==> src/ffba_pkg.sv <==
`default_nettype none
package ffba_pkg;

  localparam int unsigned DEF_HEAP_BYTES   = 65536;
  localparam int unsigned DEF_HEADER_BYTES = 12;
  localparam int unsigned DEF_MAX_BLOCKS   = 64;

  localparam logic [31:0] HEAP_BASE_RST = 32'h0020_0000;

  localparam int unsigned ADDR_W   = 32;
  localparam int unsigned REQ_W    = 17;
  localparam int unsigned STATUS_W = 2;

  // stream payload widths, rounded up to whole bytes
  localparam int unsigned S_TDATA_W = ((REQ_W + ADDR_W + 7) / 8) * 8;
  localparam int unsigned M_TDATA_W = ((ADDR_W + STATUS_W + 7) / 8) * 8;

  localparam logic FN_ALLOC   = 1'b0;
  localparam logic FN_RELEASE = 1'b1;

  typedef enum logic [STATUS_W-1:0] {
    ST_OK       = 2'd0,
    ST_NO_FIT   = 2'd1,
    ST_BAD_ADDR = 2'd2
  } status_t;

endpackage
`default_nettype wire

==> src/ffba_block_mem.sv <==
`default_nettype none
module ffba_block_mem #(
  parameter int unsigned DEPTH = 64,
  parameter int unsigned ENT_W = 41,
  parameter logic [ENT_W-1:0] RST_ENTRY = '0
) (
  input  wire logic                     clk,
  input  wire logic                     rst,
  input  wire logic                     rd_en,
  input  wire logic [$clog2(DEPTH)-1:0] rd_addr,
  output logic [ENT_W-1:0]              rd_data,
  input  wire logic                     wr_en,
  input  wire logic [$clog2(DEPTH)-1:0] wr_addr,
  input  wire logic [ENT_W-1:0]         wr_data
);

  localparam int unsigned AW = $clog2(DEPTH);

  logic [ENT_W-1:0] mem [DEPTH];
  logic [ENT_W-1:0] rd_q;
  logic             e0_valid;
  logic             rd_rst;

  always_ff @(posedge clk) begin
    if (wr_en) begin
      mem[wr_addr] <= wr_data;
    end
    if (rd_en) begin
      rd_q <= mem[rd_addr];
    end
  end

  // entry 0 holds the initial free block until it is first written
  always_ff @(posedge clk) begin
    if (rst) begin
      e0_valid <= 1'b0;
      rd_rst   <= 1'b0;
    end else begin
      if (wr_en && wr_addr == AW'(0)) begin
        e0_valid <= 1'b1;
      end
      if (rd_en) begin
        rd_rst <= (rd_addr == AW'(0)) && !e0_valid;
      end
    end
  end

  assign rd_data = rd_rst ? RST_ENTRY : rd_q;

endmodule
`default_nettype wire

==> src/ffba_walker.sv <==
`default_nettype none
module ffba_walker #(
  parameter int unsigned HEAP_BYTES   = ffba_pkg::DEF_HEAP_BYTES,
  parameter int unsigned HEADER_BYTES = ffba_pkg::DEF_HEADER_BYTES,
  parameter int unsigned MAX_BLOCKS   = ffba_pkg::DEF_MAX_BLOCKS,
  parameter int unsigned ENT_W        = 41
) (
  input  wire logic                          clk,
  input  wire logic                          rst,
  input  wire logic [ffba_pkg::ADDR_W-1:0]   heap_base,
  input  wire logic                          in_valid,
  output logic                               in_ready,
  input  wire logic                          in_func,
  input  wire logic [ffba_pkg::REQ_W-1:0]    in_req,
  input  wire logic [ffba_pkg::ADDR_W-1:0]   in_raddr,
  output logic                               out_valid,
  input  wire logic                          out_ready,
  output logic [ffba_pkg::ADDR_W-1:0]        out_addr,
  output ffba_pkg::status_t                  out_status,
  output logic                               rd_en,
  output logic [$clog2(MAX_BLOCKS)-1:0]      rd_addr,
  input  wire logic [ENT_W-1:0]              rd_data,
  output logic                               wr_en,
  output logic [$clog2(MAX_BLOCKS)-1:0]      wr_addr,
  output logic [ENT_W-1:0]                   wr_data
);
  import ffba_pkg::*;

  localparam int unsigned IDX_W = $clog2(MAX_BLOCKS);
  localparam int unsigned LK_W  = IDX_W + 1;
  localparam int unsigned ST_W  = $clog2(HEAP_BYTES);
  localparam int unsigned SZ_W  = ($clog2(HEAP_BYTES) + 1 > REQ_W) ?
                                  $clog2(HEAP_BYTES) + 1 : REQ_W;

  typedef enum logic [1:0] {S_IDLE, S_EVAL, S_FINISH} state_t;

  state_t            state;
  logic [IDX_W-1:0]  cur;
  logic              func_r;
  logic [REQ_W-1:0]  req_r;
  logic [ADDR_W-1:0] raddr_r;
  logic [LK_W-1:0]   count;
  logic [ADDR_W-1:0] res_addr;
  status_t           res_status;
  logic              split_pend;
  logic [ST_W-1:0]   sp_start;
  logic [SZ_W-1:0]   sp_size;
  logic [LK_W-1:0]   sp_link;

  logic [ST_W-1:0]   e_start;
  logic [SZ_W-1:0]   e_size;
  logic              e_busy;
  logic [LK_W-1:0]   e_link;
  logic [SZ_W-1:0]   req_ext;
  logic [SZ_W-1:0]   rest;
  logic [ADDR_W-1:0] uaddr;
  logic [SZ_W-1:0]   new_start;
  logic              fits;
  logic              can_split;
  logic              hit;
  logic              link_ok;

  assign {e_start, e_size, e_busy, e_link} = rd_data;
  assign req_ext   = SZ_W'(req_r);
  assign rest      = e_size - req_ext;
  assign fits      = !e_busy && (e_size >= req_ext);
  assign can_split = (rest >= SZ_W'(HEADER_BYTES)) && (count < LK_W'(MAX_BLOCKS));
  assign uaddr     = heap_base + ADDR_W'(e_start) + ADDR_W'(HEADER_BYTES);
  assign hit       = (uaddr == raddr_r);
  assign link_ok   = (e_link < count);
  assign new_start = SZ_W'(e_start) + SZ_W'(HEADER_BYTES) + req_ext;

  assign in_ready = (state == S_IDLE);

  always_comb begin
    rd_en   = 1'b0;
    rd_addr = '0;
    wr_en   = 1'b0;
    wr_addr = cur;
    wr_data = rd_data;
    case (state)
      S_IDLE: begin
        rd_en = in_valid;
      end
      S_EVAL: begin
        if (func_r == FN_ALLOC) begin
          if (fits) begin
            wr_en   = 1'b1;
            wr_data = can_split ? {e_start, req_ext, 1'b1, count} :
                                  {e_start, e_size, 1'b1, e_link};
          end else if (link_ok) begin
            rd_en   = 1'b1;
            rd_addr = e_link[IDX_W-1:0];
          end
        end else begin
          if (hit) begin
            wr_en   = 1'b1;
            wr_data = {e_start, e_size, 1'b0, e_link};
          end else if (link_ok) begin
            rd_en   = 1'b1;
            rd_addr = e_link[IDX_W-1:0];
          end
        end
      end
      S_FINISH: begin
        // trailing free block split off behind the granted one
        if (split_pend) begin
          wr_en   = 1'b1;
          wr_addr = count[IDX_W-1:0];
          wr_data = {sp_start, sp_size, 1'b0, sp_link};
        end
      end
      default: begin
      end
    endcase
  end

  always_ff @(posedge clk) begin
    if (rst) begin
      state      <= S_IDLE;
      count      <= LK_W'(1);
      split_pend <= 1'b0;
      out_valid  <= 1'b0;
    end else begin
      // in S_FINISH the output register is reloaded below instead
      if (out_valid && out_ready && state != S_FINISH) begin
        out_valid <= 1'b0;
      end
      case (state)
        S_IDLE: begin
          if (in_valid) begin
            func_r  <= in_func;
            req_r   <= in_req;
            raddr_r <= in_raddr;
            cur     <= '0;
            state   <= S_EVAL;
          end
        end
        S_EVAL: begin
          if (func_r == FN_ALLOC) begin
            if (fits) begin
              res_addr   <= uaddr;
              res_status <= ST_OK;
              split_pend <= can_split;
              sp_start   <= new_start[ST_W-1:0];
              sp_size    <= rest - SZ_W'(HEADER_BYTES);
              sp_link    <= e_link;
              state      <= S_FINISH;
            end else if (link_ok) begin
              cur <= e_link[IDX_W-1:0];
            end else begin
              res_addr   <= '0;
              res_status <= ST_NO_FIT;
              state      <= S_FINISH;
            end
          end else begin
            if (hit) begin
              res_addr   <= '0;
              res_status <= ST_OK;
              state      <= S_FINISH;
            end else if (link_ok) begin
              cur <= e_link[IDX_W-1:0];
            end else begin
              res_addr   <= '0;
              res_status <= ST_BAD_ADDR;
              state      <= S_FINISH;
            end
          end
        end
        S_FINISH: begin
          if (split_pend) begin
            split_pend <= 1'b0;
            count      <= count + LK_W'(1);
          end
          if (!out_valid || out_ready) begin
            out_valid  <= 1'b1;
            out_addr   <= res_addr;
            out_status <= res_status;
            state      <= S_IDLE;
          end
        end
        default: begin
          state <= S_IDLE;
        end
      endcase
    end
  end

endmodule
`default_nettype wire

==> src/first_fit_block_allocator_top.sv <==
// First-fit block allocator, no coalescing.
// Config: cfg_valid/cfg_ready/cfg_data write heap_base (always ready). Write
//   it only while the block is idle; it shifts every user address from then on.
// Input stream s_axis: tuser = func (0 allocate, 1 release); tdata holds
//   request_size and release_addr. One item is taken at a time.
// Output stream m_axis: one item per input, result_addr and status.
// Walk: the accepting edge registers the request and reads entry 0 of the
//   block table; S_EVAL then checks the chain, reading one entry per cycle,
//   and S_FINISH loads the output register, writing any split block there too.
// Input is accepted again once the result is loaded, even while
//   the previous result still waits in the output register. If the receiver
//   stalls, a finished item holds until the output register is free.
// Reset: one free block spanning the heap minus one header; no clearing pass,
//   the block is ready as soon as reset is released.
`default_nettype none
module first_fit_block_allocator_top #(
  parameter int unsigned HEAP_BYTES   = ffba_pkg::DEF_HEAP_BYTES,
  parameter int unsigned HEADER_BYTES = ffba_pkg::DEF_HEADER_BYTES,
  parameter int unsigned MAX_BLOCKS   = ffba_pkg::DEF_MAX_BLOCKS
) (
  input  wire logic                            clk,
  input  wire logic                            rst,
  input  wire logic                            cfg_valid,
  output logic                                 cfg_ready,
  input  wire logic [ffba_pkg::ADDR_W-1:0]     cfg_data,
  input  wire logic                            s_axis_tvalid,
  output logic                                 s_axis_tready,
  // request_size [16:0], release_addr [48:17], zero fill above
  input  wire logic [ffba_pkg::S_TDATA_W-1:0]  s_axis_tdata,
  // func
  input  wire logic                            s_axis_tuser,
  output logic                                 m_axis_tvalid,
  input  wire logic                            m_axis_tready,
  // result_addr [31:0], status [33:32], zero fill above
  output logic [ffba_pkg::M_TDATA_W-1:0]       m_axis_tdata
);
  import ffba_pkg::*;

  localparam int unsigned IDX_W = $clog2(MAX_BLOCKS);
  localparam int unsigned LK_W  = IDX_W + 1;
  localparam int unsigned ST_W  = $clog2(HEAP_BYTES);
  localparam int unsigned SZ_W  = ($clog2(HEAP_BYTES) + 1 > REQ_W) ?
                                  $clog2(HEAP_BYTES) + 1 : REQ_W;
  localparam int unsigned ENT_W = ST_W + SZ_W + 1 + LK_W;
  localparam logic [ENT_W-1:0] RST_ENTRY =
    {ST_W'(0), SZ_W'(HEAP_BYTES - HEADER_BYTES), 1'b0, LK_W'(MAX_BLOCKS)};

  logic [ADDR_W-1:0] heap_base;
  logic [ADDR_W-1:0] out_addr;
  status_t           out_status;
  logic              rd_en;
  logic [IDX_W-1:0]  rd_addr;
  logic [ENT_W-1:0]  rd_data;
  logic              wr_en;
  logic [IDX_W-1:0]  wr_addr;
  logic [ENT_W-1:0]  wr_data;

  assign cfg_ready = 1'b1;

  always_ff @(posedge clk) begin
    if (rst) begin
      heap_base <= HEAP_BASE_RST;
    end else if (cfg_valid) begin
      heap_base <= cfg_data;
    end
  end

  ffba_block_mem #(
    .DEPTH     (MAX_BLOCKS),
    .ENT_W     (ENT_W),
    .RST_ENTRY (RST_ENTRY)
  ) u_mem (
    .clk     (clk),
    .rst     (rst),
    .rd_en   (rd_en),
    .rd_addr (rd_addr),
    .rd_data (rd_data),
    .wr_en   (wr_en),
    .wr_addr (wr_addr),
    .wr_data (wr_data)
  );

  ffba_walker #(
    .HEAP_BYTES   (HEAP_BYTES),
    .HEADER_BYTES (HEADER_BYTES),
    .MAX_BLOCKS   (MAX_BLOCKS),
    .ENT_W        (ENT_W)
  ) u_walker (
    .clk        (clk),
    .rst        (rst),
    .heap_base  (heap_base),
    .in_valid   (s_axis_tvalid),
    .in_ready   (s_axis_tready),
    .in_func    (s_axis_tuser),
    .in_req     (s_axis_tdata[REQ_W-1:0]),
    .in_raddr   (s_axis_tdata[REQ_W+ADDR_W-1:REQ_W]),
    .out_valid  (m_axis_tvalid),
    .out_ready  (m_axis_tready),
    .out_addr   (out_addr),
    .out_status (out_status),
    .rd_en      (rd_en),
    .rd_addr    (rd_addr),
    .rd_data    (rd_data),
    .wr_en      (wr_en),
    .wr_addr    (wr_addr),
    .wr_data    (wr_data)
  );

  assign m_axis_tdata = {(M_TDATA_W - ADDR_W - STATUS_W)'(0), out_status, out_addr};

endmodule
`default_nettype wire

==> config.mk <==
export PLATFORM = sky130hd
export DESIGN_NAME = first_fit_block_allocator_top
export DESIGN_NICKNAME = d
export VERILOG_FILES = /design/src/ffba_pkg.sv /design/src/ffba_block_mem.sv /design/src/ffba_walker.sv /design/src/first_fit_block_allocator_top.sv
export SDC_FILE = /design/constraint.sdc
export NUM_CORES = 2
export LEC_CHECK = 0
export ABC_CLOCK_PERIOD_IN_PS = 15000
export BUFFER_PORTS_ARGS = -buffer_cell sky130_fd_sc_hd__buf_2
export CORE_MARGIN = 2
export CORE_UTILIZATION = 40
export DETAILED_ROUTE_END_ITERATION = 10
export HOLD_SLACK_MARGIN = 0.15
export SLEW_MARGIN = 20
export SYNTH_ARGS = -nofsm -noshare
export SYNTH_HDL_FRONTEND = slang
export SYNTH_SLANG_ARGS = --single-unit
==> constraint.sdc <==
create_clock -name clk -period 15 [get_ports clk]
set_input_delay 3.75 -clock clk [delete_from_list [all_inputs] [get_ports clk]]
set_output_delay 3.75 -clock clk [all_outputs]
set_load 0.03 [all_outputs]
# Word-level counts from Yosys, hierarchy flattened
# Memories as Yosys holds them, arrays and structs flattened. A register that Yosys moved wholly into a read port is not among the register bits.
# Cells that the tools add are included.
[word_totals]
regBits = 209
ramBits = 2624
out_inout_bits = 43
word_cells = 122
n_memories = 1
[classes]
n_addsub = 7
n_lt_le_gt_ge = 4
eq_ne = 12
muxes = 54
bitwise = 2
n_reduce_logical = 24
[memory_table]
columns = ["memory", "words", "width", "rd", "rd_clocked_by_memory_dff", "wr", "line", "source"]
rows = [
  ["u_mem.mem", 64, 41, 1, 1, 1, "ffba_block_mem.sv:19", "logic [ENT_W-1:0] mem [DEPTH];"],
]
[op_table]
columns = ["op", "count"]
rows = [
  ["2-to-1 mux 32 bit", 4],
  ["2-to-1 mux 41 bit", 2],
  ["one-hot mux 41 bit (2 select lines)", 1],
  ["2-to-1 mux 25 bit", 3],
  ["2-to-1 mux 6 bit", 12],
  ["adder 32 x 16 -> 32 bit", 1],
  ["adder 32 x 4 -> 32 bit (second input constant)", 1],
  ["== test 32 bit", 1],
  ["2-to-1 mux 2 bit", 11],
  ["greater-or-equal comparator 17 bit", 1],
  ["greater-or-equal comparator 17 x 4 -> 1 bit (second input constant)", 1],
  ["subtractor 17 bit", 1],
  ["subtractor 17 x 4 -> 17 bit (second input constant)", 1],
  ["adder 16 bit", 1],
  ["adder 16 x 4 -> 16 bit (second input constant)", 1],
  ["2-to-1 mux 1 bit", 15],
  ["zero test 6 bit", 2],
  ["one-hot mux 6 bit (2 select lines)", 1],
  ["AND reduction 3 bit", 3],
  ["2-to-1 mux 8 bit", 1],
  ["AND reduction 4 bit", 2],
  ["adder 7 x 1 -> 7 bit (second input constant)", 1],
  ["less-than comparator 7 bit", 1],
  ["less-than comparator 7 bit (second input constant)", 1],
  ["other kinds (17)", 34],
]

# Longest topological paths before layout
[depth]
depth_word = 9
mapped_depth = 27

# By module
# A second synthesis with hierarchy kept.
[hier_totals]
cells_unflattened = 5726
hier_area_um2 = 114872.7
[by_module_without_submodules]
columns = ["module", "n_inst", "cells_per_inst", "area_per_inst_um2", "seq_area_each_um2"]
rows = [
  ["ffba_block_mem", 1, 4522, 101861.4, 80066.8],
  ["ffba_walker", 1, 1092, 11785.1, 5144.9],
  ["first_fit_block_allocator_top", 1, 112, 1226.2, 640.6],
]

# Least setup slack after synthesis
# No wires, ideal clock.
[synth_timing]
path_type = "register -> register"
from = "register u_mem.rd_rst"
to = "memory u_mem.mem[0][15] (data pin)"
arrival_ns = 6.838
path_slack_ns = 7.461
stages_incl_launch_ff = 20
period_less_slack_ns = 7.539
path_cell_list = "dfxtp_1 > clkbuf_1 > nor2_1 > inv_1 > ha_1 > nor2b_1 > o21ai_0 > a21boi_0 > o21ai_0 > a21boi_0 > o21a_1 > o211a_1 > or3_1 > a2111oi_0 > nand3_1 > nor4_1 > nor3_1 > o21a_1 > clkbuf_1 > o21ai_0"
[synth_between]
elab_chain_len = 8
[synth_rtl]
columns = ["element", "line", "source"]
rows = [
  ["start: declaration", "ffba_block_mem.sv:22", "logic rd_rst;"],
  ["start signal: assignment", "ffba_block_mem.sv:43", "rd_rst <= (rd_addr == AW'(0)) && !e0_valid;"],
  ["2-to-1 mux 41 bit (*)", "ffba_block_mem.sv:48", "assign rd_data = rd_rst ? RST_ENTRY : rd_q;"],
  ["subtractor 17 bit", "ffba_walker.sv:65", "assign rest = e_size - req_ext;"],
  ["greater-or-equal comparator 17 x 4 -> 1 bit", "ffba_walker.sv:67", "assign can_split = (rest >= SZ_W'(HEADER_BYTES)) && (count < LK_W'(MAX_BLOCKS));"],
  ["logical AND 1 bit", "ffba_walker.sv:67", ""],
  ["2-to-1 mux 25 bit", "ffba_walker.sv:89", "wr_data = can_split ? {e_start, req_ext, 1'b1, count} :"],
  ["2-to-1 mux 25 bit", "ffba_walker.sv:87", "if (fits) begin"],
  ["2-to-1 mux 25 bit", "ffba_walker.sv:86", "if (func_r == FN_ALLOC) begin"],
  ["one-hot mux 41 bit (2 select lines) (*)", "ffba_walker.sv:81", "case (state)"],
  ["named net u_mem.wr_data[15]", "ffba_block_mem.sv:14", "input wire logic [ENT_W-1:0] wr_data"],
  ["end: declaration", "ffba_block_mem.sv:19", ""],
]
# Mark *: on every way through the listed nets, which the timed path passes. The rest lies on a longest branch.

# Final worst setup path
[layout_timing]
from = "register u_mem.rd_rst"
to = "register u_mem.rd_q[27], read port of u_mem.mem (data pin)"
[layout_between]
elab_chain_len = 7
[layout_rtl]
columns = ["element", "line", "source"]
rows = [
  ["2-to-1 mux 41 bit (*)", "ffba_block_mem.sv:48", ""],
  ["adder 32 x 16 -> 32 bit", "ffba_walker.sv:68", "assign uaddr = heap_base + ADDR_W'(e_start) + ADDR_W'(HEADER_BYTES);"],
  ["adder 32 x 4 -> 32 bit", "ffba_walker.sv:68", ""],
  ["== test 32 bit", "ffba_walker.sv:69", "assign hit = (uaddr == raddr_r);"],
  ["2-to-1 mux 1 bit / 2-to-1 mux 6 bit (equally long branches)", "ffba_walker.sv:96", "if (hit) begin"],
  ["2-to-1 mux 1 bit / 2-to-1 mux 6 bit (equally long branches)", "ffba_walker.sv:86", ""],
  ["one-hot mux 1 bit (2 select lines) / 2-to-1 mux 6 bit (equally long branches)", "ffba_walker.sv:81", ""],
  ["end: declaration", "ffba_block_mem.sv:20", "logic [ENT_W-1:0] rd_q;"],
]
# Mark *: on every way between the ends. The rest lies on a longest branch, timed or not.
# A chain may end at the register's enable or synchronous reset.

==> flow_summary.ini <==
[grt]
grt_pass1_vias = 70200
grtUsageTotal_pct = 24.9
antenna_found_initial = 23
grt_overflow = 0
grt_max_degree = 163
grt_pass1_wl_um = 526000

[logic_synthesis]
synth_edf_count = 2829
synth_top_area_share_pct = 72.7
ys.flop_type = edfxtp_1
ys_seq_elements = 2874
syn_area_um2 = 117000
yosys_warnings = 0
synth_top_area_cell = edfxtp_1
async_flop_share_pct = 0
syn_inst = 8164
syn_area_per_cell_um2 = 14.3
synthTopCellsByArea = edfxtp_1 (73%), mux2i_1 (4.6%), nand2_1 (4.2%)
synth_cell_types = 103
yosysSeqAreaShare_pct = 73.5

[power]
p_per_area_nw_per_um2 = 149
peakVddDrop_mv = 0.108
p_int_w = 0.0143
combinationalPowerShare_pct = 14.5
p_sw_w = 0.00537
clkPwrFrac_pct = 36.0
switching_share_pct = 27.3
pwr-share-seq_pct = 49.6
p_leak_nw = 44.2

[clock_network]
postCtsHoldBufs = 0
ctsRootBufferMaster = clkbuf_16
cts.path.max_buffers = 4
clkSinkCount = 2874
insertion_delay_ps = 900
cts_tree = yes
h-tree-depth = 5
ctsResizeCount = 0
cts-buffers-inserted = 301
cts_setup_buffers = 0
clk_pin_slew_worst_paths_ps = 60

[worst_setup_path]
r2r_setup_slack_ps = 5120
cp.arrival_ps = 10420
r2r-start = u_mem.rd_rst
r2r_cells = 22
cp-start-kind = flop
crit_type = reg -> reg
path_max_fanout = 39
end_kind = flop
worstReg2RegEnd = u_mem.rd_q[27]
cp.required_ps = 15540

[placement]
gp_congestion = 0.938
dp_hpwl_um = 211000
port_buffers = 122

[worst_hold_path]
hp-class = reg -> reg
hold_depth = 0
hold_end = u_walker.out_status[0]
holdCritStartpoint = u_walker.res_status[0]

[run_status]
outcome = finished, final reports clean

[drt]
routedWlPerCell_um = 30.4
num_vias = 74500
via_per_inst = 5.98
drt_wl_total_um = 379000
post-route-drc-count = 0
drtIter0Drc = 10800
drtPass1Iterations = 6
ant_nets = 0

[finish]
nNetsFinal = 8506
fin_util_pct = 45.5
drive_above_1_share_pct = 11.8
most-common-layout-cells = edfxtp_1 (2829), nand2_1 (1306), mux2i_1 (533)
area_growth_pct = 13.2
layout_commonest_cell = edfxtp_1

[sta]
maxSlewHeadroom_pct = 14.6
worst_pin_slew_ps = 1280
fmax_mhz = 101
final-setup-viol-count = 0
finalHoldViolCount = 0
min_period_over_period_pct = 65.9
period_minus_slack_ps = 9880
skew_ps = 83.2
final.setup.tns_ps = 0
whs_ps = 423
slew_viol_final = 0
rsz0062_at_grt = false

[flow_run]
max_cap_violations = 0

[floorplanning]
fp.dieW_um = 544
coreArea_um2 = 291000
die_area_um2 = 296000
die_height_um = 544
start_util_pct = 40.2
rows = 198
io_pins = 137
## logic make-up (layout without fill, tap and decap cells)
| group | Yosys count | count (layout) | synth area share (%) |
|---|---|---|---|
| compound gates | 1513 | 1513 | 8.63 |
| xor+xnor | 109 | 109 | 0.817 |
| fa+ha+maj | 73 | 73 | 0.801 |
| buf+inv | 588 | 984 | 2.21 |
| flops | 2874 | 2874 | 73.5 |
| mux | 577 | 577 | 5.01 |
| other cells | 2 | 16 | 0.00643 |
| simple gates | 2428 | 2428 | 9.05 |
## per-stage QoR
step                      power (W)  std cells  instance area [µm²]  setup WS (ps)
after detailed placement     0.0127      11900               123000           5600
after global placement       0.0126      11900               123000           5630
after floorplan              0.0114       8169               117000           7460
after global routing         0.0202      12500               132000           5270
final                        0.0197      12500               132000           5120
after CTS                    0.0197      12500               132000           5560
## critical path, stage by stage, from the launching register on
cell and delay [ps]:
dfxtp_1 310, inv_1 610, nand2_1 230, ha_1 390, inv_1 60, ha_1 300
a211oi_2 480, nor4_1 120, or2_1 360, o21a_1 380, a2111oi_0 900, or4_1 250
a211o_1 120, and4b_1 240, nand4_1 110, buf_4 440, nand3_4 720, nand2_4 790
buf_4 680, o22ai_1 210, o21ai_0 620, nand3_1 490, or3_1 610
## registers in the layout (all words and copies together) (netlist names), 7 cells and up
signal             count
u_mem.mem           2624
u_mem.rd_q            41
heap_base             32
u_walker.out_addr     32
u_walker.raddr_r      32
u_walker.res_addr     32
u_walker.req_ext      17
u_walker.sp_size      17
u_walker.sp_start     16
u_walker.count         7
u_walker.sp_link       7
## synth_stat cells (14+ instances only)
| library cell | number |
|---|---|
| o32ai_1 | 41 |
| buf_2 | 101 |
| inv_1 | 92 |
| buf_1 | 64 |
| a21o_1 | 29 |
| a22oi_1 | 53 |
| nand3_1 | 412 |
| a21boi_0 | 18 |
| nand2b_1 | 14 |
| clkbuf_1 | 282 |
| nand2_1 | 1317 |
| o21a_1 | 23 |
| xor2_1 | 30 |
| nor2_1 | 347 |
| a2111oi_0 | 17 |
| a221oi_1 | 31 |
| o22ai_1 | 164 |
| nor4_1 | 37 |
| ha_1 | 70 |
| mux2i_1 | 533 |
| o31ai_1 | 16 |
| nand4_1 | 50 |
| dfxtp_1 | 45 |
| mux2_2 | 42 |
| o211ai_1 | 49 |
| o21ai_0 | 239 |
| o2111ai_1 | 33 |
| o21bai_1 | 18 |
| a211o_1 | 25 |
| edfxtp_1 | 2829 |
| nor3_1 | 53 |
| a31oi_1 | 155 |
| a21oi_1 | 323 |
| a22o_1 | 39 |
| and2_1 | 29 |
| o221ai_1 | 64 |
| buf_4 | 30 |
| o211a_1 | 14 |
| and3_1 | 53 |
| a211oi_1 | 56 |
| xnor2_1 | 79 |
| a32oi_1 | 23 |
| nor2b_1 | 39 |
| or3_1 | 19 |
## worst max path at each step
stage | endpoint | slack, ps | from | cells past startpoint
6_report | u_mem.rd_q[27] | 5120 | u_mem.rd_rst | 22
3_5_place_dp | u_mem.rd_q[27] | 5600 | u_mem.rd_rst | 22
2_1_floorplan | u_mem.mem[0][15] | 7460 | u_mem.rd_rst | 19
5_1_grt | u_mem.rd_q[27] | 5270 | u_mem.rd_rst | 22
3_3_place_gp | u_mem.rd_q[27] | 5630 | u_mem.rd_rst | 22
4_1_cts | u_mem.rd_q[27] | 5560 | u_mem.rd_rst | 22
## power groups by stage
stage                     clock network [W]  registers [W]  logic, W
final                               0.00707        0.00975   0.00285
after global routing                0.00747        0.00974   0.00298
after CTS                           0.00715        0.00974   0.00277
after detailed placement                  0        0.00991   0.00275
after global placement                    0        0.00991   0.00269
after floorplan                           0        0.00995   0.00148
## metal layers
layer / up-vias / share of wire, % / GRT usage [%]
li1: 31600 / - / -
met1: 37800 / 40 / 33.8
met2: 4295 / 44 / 38.2
met3: 823 / 11 / 6.01
met4: 8 / 4.9 / 10.8
met5: - / 0.011 / 0
## cell type report
type / count / area (µm²)
timing repair buffer: 361 / 2490
tap: 3900 / 4880
multi-input combinational: 4707 / 29500
clock buffer: 365 / 7950
sequential: 2874 / 85900
inverter: 94 / 355
antenna: 9 / 22.5
fill: 25300 / 159000
clock inverter: 164 / 1230
Power figures use the tool's default switching activity.
